File: src/rtl/core/hbm_pkg.sv
// Shared types and constants for the H-bridge motor command controller.
`default_nettype none

package hbm_pkg;

   // Duty scale: tenths of a percent, full scale is 100 %.
   localparam int DUTY_FULL_SCALE = 1000;
   localparam int PERIOD_WIDTH    = 16;
   localparam int DUTY_W          = 10;
   localparam int STEP_W          = 10;
   localparam int SPEED_W         = 11;
   localparam int REQ_W           = 3;
   localparam int MODE_W          = 3;
   localparam int CSR_INDEX_W     = 2;
   localparam int CSR_DATA_W      = 16;

   // Threshold limits, exact integer forms of the percent comparisons.
   localparam int COAST_LIMIT = (DUTY_FULL_SCALE + 199) / 200;
   localparam int RAMP_RISE   = DUTY_FULL_SCALE / 5;
   localparam int RAMP_FLOOR  = (DUTY_FULL_SCALE + 19) / 20;

   // Compare arithmetic: product duty * (period + 1), then a divide by full
   // scale done as a multiply by a rounded-up reciprocal and a shift.
   localparam int PROD_W      = DUTY_W + PERIOD_WIDTH;
   localparam int RECIP_W     = 27;
   localparam int RECIP_SHIFT = 36;
   localparam logic [RECIP_W-1:0] RECIP_M = 27'd68719477;
   localparam int QUOT_W      = PERIOD_WIDTH + 1;

   // Request codes.
   localparam logic [REQ_W-1:0] REQ_SPEED     = 3'd0;
   localparam logic [REQ_W-1:0] REQ_DIRECTION = 3'd1;
   localparam logic [REQ_W-1:0] REQ_BRAKE     = 3'd2;
   localparam logic [REQ_W-1:0] REQ_COAST     = 3'd3;
   localparam logic [REQ_W-1:0] REQ_ESTOP     = 3'd4;
   localparam logic [REQ_W-1:0] REQ_CLEAR     = 3'd5;
   localparam logic [REQ_W-1:0] REQ_TICK      = 3'd6;

   // Motor modes.
   localparam logic [MODE_W-1:0] MODE_STOPPED = 3'd0;
   localparam logic [MODE_W-1:0] MODE_FORWARD = 3'd1;
   localparam logic [MODE_W-1:0] MODE_REVERSE = 3'd2;
   localparam logic [MODE_W-1:0] MODE_BRAKE   = 3'd3;
   localparam logic [MODE_W-1:0] MODE_COAST   = 3'd4;
   localparam logic [MODE_W-1:0] MODE_FAULT   = 3'd5;

   // Configuration register indexes.
   localparam logic [CSR_INDEX_W-1:0] CSR_DUTY_CEILING = 2'd0;
   localparam logic [CSR_INDEX_W-1:0] CSR_MIN_DUTY     = 2'd1;
   localparam logic [CSR_INDEX_W-1:0] CSR_PERIOD_COUNT = 2'd2;
   localparam logic [CSR_INDEX_W-1:0] CSR_RAMP_STEP    = 2'd3;

   // Configuration reset values.
   localparam logic [DUTY_W-1:0]       RST_DUTY_CEILING = 10'd1000;
   localparam logic [DUTY_W-1:0]       RST_MIN_DUTY     = 10'd0;
   localparam logic [PERIOD_WIDTH-1:0] RST_PERIOD_COUNT = 16'd8399;
   localparam logic [STEP_W-1:0]       RST_RAMP_STEP    = 10'd20;

   typedef struct packed {
      logic [DUTY_W-1:0]       duty_ceiling;
      logic [DUTY_W-1:0]       min_duty;
      logic [PERIOD_WIDTH-1:0] period_count;
      logic [STEP_W-1:0]       ramp_step;
   } hbm_cfg_type;

   // Result fields known once the command has been applied.
   typedef struct packed {
      logic              status;
      logic              in1_level;
      logic              in2_level;
      logic [MODE_W-1:0] motor_mode;
      logic [DUTY_W-1:0] duty_now;
      logic              direction_now;
      logic              ramp_active;
      logic              fault_latched;
   } hbm_snap_type;

endpackage

`default_nettype wire

File: src/rtl/core/hbm_csr_regs.sv
// Configuration registers of the H-bridge motor command controller.
`default_nettype none

module hbm_csr_regs (
   input  wire logic                               clock,
   input  wire logic                               reset,
   input  wire logic                               csr_valid,
   output logic                                    csr_ready,
   input  wire logic [hbm_pkg::CSR_INDEX_W-1:0]    csr_index,
   input  wire logic [hbm_pkg::CSR_DATA_W-1:0]     csr_data,
   output hbm_pkg::hbm_cfg_type                    cfg
);
   import hbm_pkg::*;

   hbm_cfg_type       cfg_ff;
   hbm_cfg_type       cfg_in;
   logic [DUTY_W-1:0] duty_sat;

   assign csr_ready = 1'b1;

   // Duty clamps saturate at full scale.
   always_comb begin
      if (csr_data[DUTY_W-1:0] > DUTY_W'(DUTY_FULL_SCALE)) begin
         duty_sat = DUTY_W'(DUTY_FULL_SCALE);
      end else begin
         duty_sat = csr_data[DUTY_W-1:0];
      end
   end

   always_comb begin
      cfg_in = cfg_ff;
      if (csr_valid) begin
         unique case (csr_index)
            CSR_DUTY_CEILING: cfg_in.duty_ceiling = duty_sat;
            CSR_MIN_DUTY:     cfg_in.min_duty     = duty_sat;
            CSR_PERIOD_COUNT: cfg_in.period_count = csr_data[PERIOD_WIDTH-1:0];
            CSR_RAMP_STEP:    cfg_in.ramp_step    = csr_data[STEP_W-1:0];
         endcase
      end
   end

   always_ff @(posedge clock) begin
      if (reset) begin
         cfg_ff.duty_ceiling <= RST_DUTY_CEILING;
         cfg_ff.min_duty     <= RST_MIN_DUTY;
         cfg_ff.period_count <= RST_PERIOD_COUNT;
         cfg_ff.ramp_step    <= RST_RAMP_STEP;
      end else begin
         cfg_ff <= cfg_in;
      end
   end

   assign cfg = cfg_ff;

endmodule

`default_nettype wire

File: src/rtl/core/hbm_cmd_core.sv
// Command decode, motor state update and the first result stage.
`default_nettype none

module hbm_cmd_core (
   input  wire logic                             clock,
   input  wire logic                             reset,
   input  wire logic                             req_valid,
   output logic                                  req_ready,
   input  wire logic [hbm_pkg::REQ_W-1:0]        req_type,
   input  wire logic [hbm_pkg::SPEED_W-1:0]      speed_cmd,
   input  wire logic                             direction_cmd,
   input  wire hbm_pkg::hbm_cfg_type             cfg,
   output logic                                  a_valid,
   input  wire logic                             a_ready,
   output hbm_pkg::hbm_snap_type                 a_snap
);
   import hbm_pkg::*;

   logic [MODE_W-1:0] mode_ff, mode_in;
   logic              dir_ff, dir_in;
   logic [DUTY_W-1:0] duty_ff, duty_in;
   logic [DUTY_W-1:0] target_ff, target_in;
   logic              ramp_ff, ramp_in;
   logic              estop_ff, estop_in;
   logic              pin_a_ff, pin_a_in;
   logic              pin_b_ff, pin_b_in;
   logic              status;

   logic              a_valid_ff, a_valid_in;
   hbm_snap_type      a_snap_ff;

   logic              req_fire;
   logic [DUTY_W-1:0] clamp_zero;
   logic              new_dir;
   logic [SPEED_W-1:0] mag_raw;
   logic [DUTY_W-1:0] mag;
   logic              reversal;
   logic [DUTY_W-1:0] duty_base;
   logic signed [DUTY_W+1:0] rise;
   logic              ramp_go;
   logic [STEP_W-1:0] step;
   logic signed [DUTY_W+1:0] diff;
   logic signed [DUTY_W+1:0] abs_diff;

   // Raise to the lower clamp, then cut to the upper one.
   function automatic logic [DUTY_W-1:0] clamp_duty(input logic signed [DUTY_W+1:0] d,
                                                     input logic [DUTY_W-1:0] lo,
                                                     input logic [DUTY_W-1:0] hi);
      logic signed [DUTY_W+1:0] t;
      t = d;
      if (t < $signed({2'b00, lo})) t = $signed({2'b00, lo});
      if (t > $signed({2'b00, hi})) t = $signed({2'b00, hi});
      return t[DUTY_W-1:0];
   endfunction

   assign req_fire  = req_valid && req_ready;
   assign req_ready = !a_valid_ff || a_ready;

   // Speed command arithmetic.
   always_comb begin
      clamp_zero = clamp_duty('0, cfg.min_duty, cfg.duty_ceiling);
      new_dir    = speed_cmd[SPEED_W-1];
      mag_raw    = new_dir ? (~speed_cmd + 1'b1) : speed_cmd;
      if (mag_raw > {1'b0, cfg.duty_ceiling}) begin
         mag = cfg.duty_ceiling;
      end else begin
         mag = mag_raw[DUTY_W-1:0];
      end
      reversal  = (mode_ff == MODE_FORWARD && new_dir) ||
                  (mode_ff == MODE_REVERSE && !new_dir);
      duty_base = reversal ? clamp_zero : duty_ff;
      rise      = $signed({2'b00, mag}) - $signed({2'b00, duty_base});
      ramp_go   = (rise > $signed((DUTY_W+2)'(RAMP_RISE))) &&
                  (duty_base < DUTY_W'(RAMP_FLOOR));
   end

   // Ramp tick arithmetic.
   always_comb begin
      step     = (cfg.ramp_step == '0) ? STEP_W'(1) : cfg.ramp_step;
      diff     = $signed({2'b00, target_ff}) - $signed({2'b00, duty_ff});
      abs_diff = (diff < 0) ? -diff : diff;
   end

   always_comb begin
      mode_in   = mode_ff;
      dir_in    = dir_ff;
      duty_in   = duty_ff;
      target_in = target_ff;
      ramp_in   = ramp_ff;
      estop_in  = estop_ff;
      pin_a_in  = pin_a_ff;
      pin_b_in  = pin_b_ff;
      status    = 1'b0;
      unique case (req_type)
         REQ_SPEED: begin
            if (estop_ff) begin
               status = 1'b1;
            end else if (mag < DUTY_W'(COAST_LIMIT)) begin
               pin_a_in = 1'b0;
               pin_b_in = 1'b0;
               duty_in  = clamp_zero;
               mode_in  = MODE_STOPPED;
               ramp_in  = 1'b0;
            end else begin
               pin_a_in = !new_dir;
               pin_b_in = new_dir;
               mode_in  = new_dir ? MODE_REVERSE : MODE_FORWARD;
               dir_in   = new_dir;
               if (ramp_go) begin
                  duty_in   = duty_base;
                  target_in = mag;
                  ramp_in   = 1'b1;
               end else begin
                  duty_in = clamp_duty($signed({2'b00, mag}), cfg.min_duty,
                                       cfg.duty_ceiling);
                  ramp_in = 1'b0;
               end
            end
         end
         REQ_DIRECTION: begin
            if (estop_ff) begin
               status = 1'b1;
            end else begin
               dir_in   = direction_cmd;
               pin_a_in = !direction_cmd;
               pin_b_in = direction_cmd;
               if (duty_ff != '0) begin
                  mode_in = direction_cmd ? MODE_REVERSE : MODE_FORWARD;
               end
            end
         end
         REQ_BRAKE: begin
            pin_a_in = 1'b1;
            pin_b_in = 1'b1;
            duty_in  = clamp_duty((DUTY_W+2)'(DUTY_FULL_SCALE), cfg.min_duty,
                                  cfg.duty_ceiling);
            mode_in  = MODE_BRAKE;
            ramp_in  = 1'b0;
         end
         REQ_COAST: begin
            pin_a_in = 1'b0;
            pin_b_in = 1'b0;
            duty_in  = clamp_zero;
            mode_in  = MODE_COAST;
            ramp_in  = 1'b0;
         end
         REQ_ESTOP: begin
            pin_a_in  = 1'b1;
            pin_b_in  = 1'b1;
            duty_in   = '0;
            target_in = '0;
            mode_in   = MODE_FAULT;
            estop_in  = 1'b1;
            ramp_in   = 1'b0;
         end
         REQ_CLEAR: begin
            estop_in = 1'b0;
            pin_a_in = 1'b0;
            pin_b_in = 1'b0;
            duty_in  = clamp_zero;
            mode_in  = MODE_STOPPED;
         end
         REQ_TICK: begin
            if (ramp_ff) begin
               if (estop_ff) begin
                  ramp_in = 1'b0;
               end else if (abs_diff <= $signed({2'b00, step})) begin
                  duty_in = clamp_duty($signed({2'b00, target_ff}), cfg.min_duty,
                                       cfg.duty_ceiling);
                  ramp_in = 1'b0;
               end else if (diff > 0) begin
                  duty_in = clamp_duty($signed({2'b00, duty_ff}) + $signed({2'b00, step}),
                                       cfg.min_duty, cfg.duty_ceiling);
               end else begin
                  duty_in = clamp_duty($signed({2'b00, duty_ff}) - $signed({2'b00, step}),
                                       cfg.min_duty, cfg.duty_ceiling);
               end
            end
         end
         default: begin
         end
      endcase
   end

   assign a_valid_in = req_fire ? 1'b1 : (a_ready ? 1'b0 : a_valid_ff);

   always_ff @(posedge clock) begin
      if (reset) begin
         mode_ff    <= MODE_STOPPED;
         dir_ff     <= 1'b0;
         duty_ff    <= '0;
         target_ff  <= '0;
         ramp_ff    <= 1'b0;
         estop_ff   <= 1'b0;
         pin_a_ff   <= 1'b0;
         pin_b_ff   <= 1'b0;
         a_valid_ff <= 1'b0;
      end else begin
         a_valid_ff <= a_valid_in;
         if (req_fire) begin
            mode_ff   <= mode_in;
            dir_ff    <= dir_in;
            duty_ff   <= duty_in;
            target_ff <= target_in;
            ramp_ff   <= ramp_in;
            estop_ff  <= estop_in;
            pin_a_ff  <= pin_a_in;
            pin_b_ff  <= pin_b_in;
         end
      end
   end

   always_ff @(posedge clock) begin
      if (req_fire) begin
         a_snap_ff.status        <= status;
         a_snap_ff.in1_level     <= pin_a_in;
         a_snap_ff.in2_level     <= pin_b_in;
         a_snap_ff.motor_mode    <= mode_in;
         a_snap_ff.duty_now      <= duty_in;
         a_snap_ff.direction_now <= dir_in;
         a_snap_ff.ramp_active   <= ramp_in;
         a_snap_ff.fault_latched <= estop_in;
      end
   end

   assign a_valid = a_valid_ff;
   assign a_snap  = a_snap_ff;

`ifndef SYNTHESIS
   a_estop_zeroes: assert property (@(posedge clock) disable iff (reset)
      (req_fire && req_type == REQ_ESTOP) |=> (estop_ff && duty_ff == '0 && !ramp_ff))
      else $error("emergency stop did not latch the fault with zero duty");

   a_duty_range: assert property (@(posedge clock) disable iff (reset)
      duty_ff <= DUTY_W'(DUTY_FULL_SCALE))
      else $error("applied duty above full scale");

   a_refused_latched: assert property (@(posedge clock) disable iff (reset)
      (a_valid_ff && a_snap_ff.status) |-> a_snap_ff.fault_latched)
      else $error("request refused without a latched fault");
`endif

endmodule

`default_nettype wire

File: src/rtl/core/hbm_compare_pipe.sv
// PWM compare pipeline: product, reciprocal divide, cap and output register.
`default_nettype none

module hbm_compare_pipe (
   input  wire logic                                clock,
   input  wire logic                                reset,
   input  wire logic                                in_valid,
   output logic                                     in_ready,
   input  wire hbm_pkg::hbm_snap_type               in_snap,
   input  wire logic [hbm_pkg::PERIOD_WIDTH-1:0]    period_count,
   output logic                                     out_valid,
   input  wire logic                                out_ready,
   output hbm_pkg::hbm_snap_type                    out_snap,
   output logic [hbm_pkg::PERIOD_WIDTH-1:0]         out_compare
);
   import hbm_pkg::*;

   logic                       b_valid_ff, c_valid_ff, d_valid_ff;
   logic                       b_ready, c_ready, d_ready;
   hbm_snap_type               b_snap_ff, c_snap_ff, d_snap_ff;
   logic [PERIOD_WIDTH-1:0]    b_period_ff, c_period_ff, d_period_ff;
   logic [PROD_W-1:0]          b_prod_ff;
   logic [QUOT_W-1:0]          c_quot_ff;
   logic [PERIOD_WIDTH-1:0]    d_compare_ff;

   logic [PROD_W:0]            prod_full;
   logic [PROD_W+RECIP_W-1:0]  recip_full;
   logic [PERIOD_WIDTH-1:0]    capped;

   assign d_ready  = !d_valid_ff || out_ready;
   assign c_ready  = !c_valid_ff || d_ready;
   assign b_ready  = !b_valid_ff || c_ready;
   assign in_ready = b_ready;

   // Duty never exceeds full scale, so the product fits in PROD_W bits.
   assign prod_full  = in_snap.duty_now * ({1'b0, period_count} + 1'b1);
   assign recip_full = b_prod_ff * RECIP_M;

   always_comb begin
      if (c_quot_ff > {1'b0, c_period_ff}) begin
         capped = c_period_ff;
      end else begin
         capped = c_quot_ff[PERIOD_WIDTH-1:0];
      end
   end

   always_ff @(posedge clock) begin
      if (reset) begin
         b_valid_ff <= 1'b0;
         c_valid_ff <= 1'b0;
         d_valid_ff <= 1'b0;
      end else begin
         if (b_ready) b_valid_ff <= in_valid;
         if (c_ready) c_valid_ff <= b_valid_ff;
         if (d_ready) d_valid_ff <= c_valid_ff;
      end
   end

   always_ff @(posedge clock) begin
      if (b_ready && in_valid) begin
         b_snap_ff   <= in_snap;
         b_period_ff <= period_count;
         b_prod_ff   <= prod_full[PROD_W-1:0];
      end
      if (c_ready && b_valid_ff) begin
         c_snap_ff   <= b_snap_ff;
         c_period_ff <= b_period_ff;
         c_quot_ff   <= recip_full[RECIP_SHIFT+QUOT_W-1:RECIP_SHIFT];
      end
      if (d_ready && c_valid_ff) begin
         d_snap_ff    <= c_snap_ff;
         d_period_ff  <= c_period_ff;
         d_compare_ff <= capped;
      end
   end

   assign out_valid   = d_valid_ff;
   assign out_snap    = d_snap_ff;
   assign out_compare = d_compare_ff;

`ifndef SYNTHESIS
   a_compare_capped: assert property (@(posedge clock) disable iff (reset)
      d_valid_ff |-> (d_compare_ff <= d_period_ff))
      else $error("compare value above the period");

   a_full_duty: assert property (@(posedge clock) disable iff (reset)
      (d_valid_ff && d_snap_ff.duty_now == DUTY_W'(DUTY_FULL_SCALE))
         |-> (d_compare_ff == d_period_ff))
      else $error("full duty did not give the period as compare");

   a_stage_hold: assert property (@(posedge clock) disable iff (reset)
      (c_valid_ff && !d_ready) |=> (c_valid_ff && $stable(c_quot_ff)))
      else $error("quotient stage lost its data while stalled");
`endif

endmodule

`default_nettype wire

File: src/rtl/core/h_bridge_motor_command_controller.sv
// Top level of the H-bridge motor command controller with soft start.
// Usage:
//   The req channel carries one command per request: speed, direction, brake,
//   coast, emergency stop, clear fault or soft-start ramp tick. Every accepted
//   request produces exactly one response on the rsp channel, in order, with
//   the status, the bridge pin levels, the PWM compare value and a snapshot of
//   the motor state after the command.
//   The csr channel writes the duty ceiling (0), min_duty (1), the timer
//   period (2) and ramp_step (3); it is always ready and should be written
//   only while no request is in flight.
// Timing:
//   The motor state is updated in the cycle a request is accepted; while
//   rsp_tready is high a new request can be taken every cycle, a sustained
//   throughput of one request per cycle. The response passes four registers:
//   the command stage, the duty-times-period product, the reciprocal-multiply
//   divide by full scale, and the cap at the period into the output register.
// Reset and stall:
//   Synchronous reset restores the register defaults and a stopped, coasting
//   motor, and empties the pipeline. When rsp_tready is low the response is
//   held; requests keep being accepted until all four stages are full.
`default_nettype none

module h_bridge_motor_command_controller (
   input  wire logic                                clock,
   input  wire logic                                reset,
   // Command requests.
   input  wire logic                                req_tvalid,
   output logic                                     req_tready,
   // tdata from bit 0: speed_cmd[10:0], direction_cmd[11], zero fill [15:12].
   input  wire logic [15:0]                         req_tdata,
   // tuser from bit 0: req_type[2:0].
   input  wire logic [2:0]                          req_tuser,
   // Responses.
   output logic                                     rsp_tvalid,
   input  wire logic                                rsp_tready,
   // tdata from bit 0: status[0], in1_level[1], in2_level[2],
   // pwm_compare[18:3], motor_mode[21:19], duty_now[31:22],
   // direction_now[32], ramp_active[33], fault_latched[34], zero fill [39:35].
   output logic [39:0]                              rsp_tdata,
   // Configuration writes.
   input  wire logic                                csr_valid,
   output logic                                     csr_ready,
   input  wire logic [hbm_pkg::CSR_INDEX_W-1:0]     csr_index,
   input  wire logic [hbm_pkg::CSR_DATA_W-1:0]      csr_data
);
   import hbm_pkg::*;

   hbm_cfg_type             cfg;
   logic                    a_valid;
   logic                    a_ready;
   hbm_snap_type            a_snap;
   hbm_snap_type            out_snap;
   logic [PERIOD_WIDTH-1:0] out_compare;

   hbm_csr_regs u_csr (
      .clock     (clock),
      .reset     (reset),
      .csr_valid (csr_valid),
      .csr_ready (csr_ready),
      .csr_index (csr_index),
      .csr_data  (csr_data),
      .cfg       (cfg)
   );

   // The command stage owns all motor state; it only sees the raw fields.
   hbm_cmd_core u_core (
      .clock         (clock),
      .reset         (reset),
      .req_valid     (req_tvalid),
      .req_ready     (req_tready),
      .req_type      (req_tuser),
      .speed_cmd     (req_tdata[SPEED_W-1:0]),
      .direction_cmd (req_tdata[SPEED_W]),
      .cfg           (cfg),
      .a_valid       (a_valid),
      .a_ready       (a_ready),
      .a_snap        (a_snap)
   );

   // The compare value is derived from the applied duty further down the
   // pipeline, away from the state update loop.
   hbm_compare_pipe u_pipe (
      .clock        (clock),
      .reset        (reset),
      .in_valid     (a_valid),
      .in_ready     (a_ready),
      .in_snap      (a_snap),
      .period_count (cfg.period_count),
      .out_valid    (rsp_tvalid),
      .out_ready    (rsp_tready),
      .out_snap     (out_snap),
      .out_compare  (out_compare)
   );

   assign rsp_tdata = {5'b00000,
                       out_snap.fault_latched,
                       out_snap.ramp_active,
                       out_snap.direction_now,
                       out_snap.duty_now,
                       out_snap.motor_mode,
                       out_compare,
                       out_snap.in2_level,
                       out_snap.in1_level,
                       out_snap.status};

endmodule

`default_nettype wire
File: config.mk
export PLATFORM = sky130hd
export DESIGN_NAME = h_bridge_motor_command_controller
export DESIGN_NICKNAME = d
export VERILOG_FILES = /design/src/rtl/core/hbm_pkg.sv /design/src/rtl/core/hbm_csr_regs.sv /design/src/rtl/core/hbm_cmd_core.sv /design/src/rtl/core/hbm_compare_pipe.sv /design/src/rtl/core/h_bridge_motor_command_controller.sv
export SDC_FILE = /design/constraint.sdc
export NUM_CORES = 2
export LEC_CHECK = 0
export BUFFER_PORTS_ARGS = -buffer_cell sky130_fd_sc_hd__buf_4
export CAP_MARGIN = 20
export CORE_MARGIN = 1
export CORE_UTILIZATION = 49
export CTS_CLUSTER_DIAMETER = 150
export DETAILED_ROUTE_END_ITERATION = 8
export HOLD_SLACK_MARGIN = 0.1
export PLACE_DENSITY = 0.74
export SLEW_MARGIN = 5
export SYNTH_ARGS = -nofsm -noshare
export SYNTH_HDL_FRONTEND = slang
export SYNTH_SLANG_ARGS = --single-unit
File: constraint.sdc
create_clock -name clock -period 9.7 [get_ports clock]
set_clock_uncertainty 0.05 [all_clocks]
set_input_delay 0.97 -clock clock [delete_from_list [all_inputs] [get_ports clock]]
set_output_delay 0.97 -clock clock [all_outputs]
set_load 0.005 [all_outputs]
==> impl_metrics.ini <==
[clocking]
insertion_delay_ns = 0.58
tritoncts = yes
cts_sinks = 245
path_clk_slew_ns = 0.07
root_buffer = clkbuf_16
clock_path_buffers = 3
ctsHtreeMaxLevel = 1
ctsResizeCount = 0
cts_buffers = 29
cts.repair_timing.setup_buffer_count = 0
cts_hold_buf = 0

[place]
dp_hpwl_microns = 66400
numPortBuffers = 74
place_congestion = 0.976

[logic_synthesis]
synth_edf_count = 167
synth.cell_area_sq_um = 31200
synth_top_cell_by_area = fa_1
post_synthesis_mean_instance_area_sq_um = 9.52
postSynthCellCount = 3279
ys_async_sr_fraction = 0
synth_warnings = 0
yosys.cell_types.count = 94
seq_area_frac_synth = 0.211
netlist.area_leader.share = 0.214
dominantRegCellSynth = edfxtp_1
synthTopCellsByArea = fa_1, ha_1, edfxtp_1
synth-seq-cells = 245

[setup_path]
required_ns = 9.95
critical_path.max_stage_delay_ns = 0.60
crit_slowest_cell = a2111oi_1
most_frequent_cell_on_critical_path = ha_1
worst-r2r-cell-count = 23
timing.critical_path.to_type = flip-flop
startpoint_type = input port
worst-setup-path-type = input port to flip-flop
crit_path_max_fanout = 20
arrival_ns = 8.73

[global_route]
antenna_found_initial = 0
grt_remaining_overflow = 0
grt.total_usage = 0.260
grt_max_degree = 62
wire_length_of_the_first_global_routing_pass_microns = 130000
grt_pass1_vias = 23675

[die]
die_height_microns = 254
num_rows = 92
die_area_sq_um = 64700
chip_width_microns = 254
core-area_sq_um = 63000
ioPinCount = 85
initial_utilization = 0.496

[hold_path]
hold_depth = 0
timing.hold.worst.class = flip-flop to flip-flop

[sta]
fin_tns_setup_ns = 0
fmax_ghz = 0.118
post-route-min-period_ns = 8.48
period_share = 0.875
slew_violations = 0
rsz0062_at_grt = false
number_of_failing_setup_endpoints_in_the_final_timing_report = 0
hold_viol_final = 0
slew_at_the_pin_closest_to_its_max_slew_limit_ns = 1.04
maxSlewHeadroom = 0.305

[detailed_routing]
drt_iter0_drc = 1848
post_drt_wl_per_cell_microns = 19.6
vias = 23809
firstDrtPassIters = 6
dr_vias_cell = 5.67
wirelength_microns = 82100
drtAntennaViolNets = 0
drt_drc_violations_left = 0

[status]
status = completed

[cells_and_area]
area_occupied_by_multi_input_gates_sq_um = 22200
drive_gt1_frac = 0.0760
layout.nets = 4207
ff_latch_area_sq_um = 6580
antennaDiodeCount = 0
n_fill_cell = 5612
area_delta_synth_final_pct = 8.29

[job]
drv.max_cap_violation_count = 0
==> through the flow <==
stage	utilization	instances	area, sq um	worst slack [ns]	hold slack [ns]
finish	0.537	4200	33800	1.22	0.356
global route	0.537	4200	33800	0.493	0.361
CTS	0.537	4200	33800	1.43	0.338
detailed placement	0.520	4146	32800	0.850	0.355
global placement	0.520	4146	32800	1.05	0.350
floorplan	-	3288	31300	1.85	0.350
==> worst max-delay path: cells and delay by family <==
kind                       cells  cell delay [ns]
and+or+nand+nor               13             3.17
AOI/OAI and AO/OA              8             2.42
adders and majority gates      4             1.21
muxes                          2             0.65
buffers and inverters          3             0.30
==> Yosys cell counts, types with 8 or more instances <==
cell	number
a211oi_1	17
a21boi_0	9
a21o_1	32
a21oi_1	181
a31oi_1	19
and2_1	92
and3_1	21
clkbuf_1	81
dfxtp_1	78
edfxtp_1	167
fa_1	333
ha_1	501
inv_1	559
mux2_2	46
mux2i_1	15
nand2_1	292
nand2b_1	26
nand3_1	63
nand4_1	23
nor2_1	140
nor2b_1	45
nor3_1	45
nor4_1	13
o2111ai_1	8
o211ai_1	26
o21a_1	30
o21ai_0	116
o21bai_1	10
o31ai_1	13
or2_2	16
xnor2_1	64
xor2_1	25
==> sequential cells by signal (all words and copies together), names as in the netlist, 3 cells and up <==
| register | cells |
|---|---|
| u_pipe.out_snap | 19 |
| u_pipe.b_prod_ff | 26 |
| u_core.mode_ff | 3 |
| u_csr.cfg | 46 |
| u_core.duty_ff | 10 |
| u_core.a_snap | 19 |
| u_core.target_ff | 10 |
| u_pipe.c_snap_ff | 19 |
| u_pipe.c_quot_ff | 17 |
| u_pipe.b_snap_ff | 19 |
| u_pipe.out_compare | 16 |
| u_pipe.b_period_ff | 16 |
| u_pipe.c_period_ff | 16 |
==> per-layer routing <==
layer  track usage  vias up  wire, microns
li1              -    11188              -
met1         0.352    11478          35200
met2         0.419      902          37200
met3        0.0369      241           5880
met4         0.104        0           3850
met5             0        -              0
==> layout by cell type (no fill, tap or decap), drive strengths merged, types with 46 or more instances in the layout <==
cell type,count
inv,565
ha,501
fa,333
nand2,292
a21oi,181
edfxtp,167
nor2,142
o21ai,119
buf,110
and2,92
dfxtp,78
xnor2,64
nand3,64
mux2,46
==> cells by family after synthesis <==
logic type	count (synthesis)	share of synthesized area
multiplexers	61	0.0214
flip-flops	245	0.211
adder cells (fa/ha/maj)	834	0.414
AND/OR/NAND/NOR	817	0.127
buffers and inverters	659	0.0805
AO/OA/AOI/OAI	572	0.121
XOR/XNOR	89	0.0250
other	2	0.000241
==> path summary, 6_finish.rpt <==
| check | from | end | slack, ns |
|---|---|---|---|
| worst max-delay path | req_tdata[0] | u_core.a_snap[7] | 1.22 |
| worst min-delay path | u_core.a_snap[13] | u_pipe.b_snap_ff[13] | 0.36 |
| worst max register to register | u_pipe.b_prod_ff[9] | u_pipe.c_quot_ff[15] | 1.64 |
| worst min register to register | u_core.a_snap[13] | u_pipe.b_snap_ff[13] | 0.36 |
==> area by class of cell <==
cell class	instances	share of cell area
inverter	561	0.0623
clock buffer	30	0.0216
multi-input combinational	2384	0.657
timing repair buffer	110	0.0244
tap	846	0.0313
clock inverter	24	0.00925
sequential	245	0.195
Power is left out: the tool's default activity adds up to more than one toggle a clock period on the data nets, which glitch-free logic cannot reach.
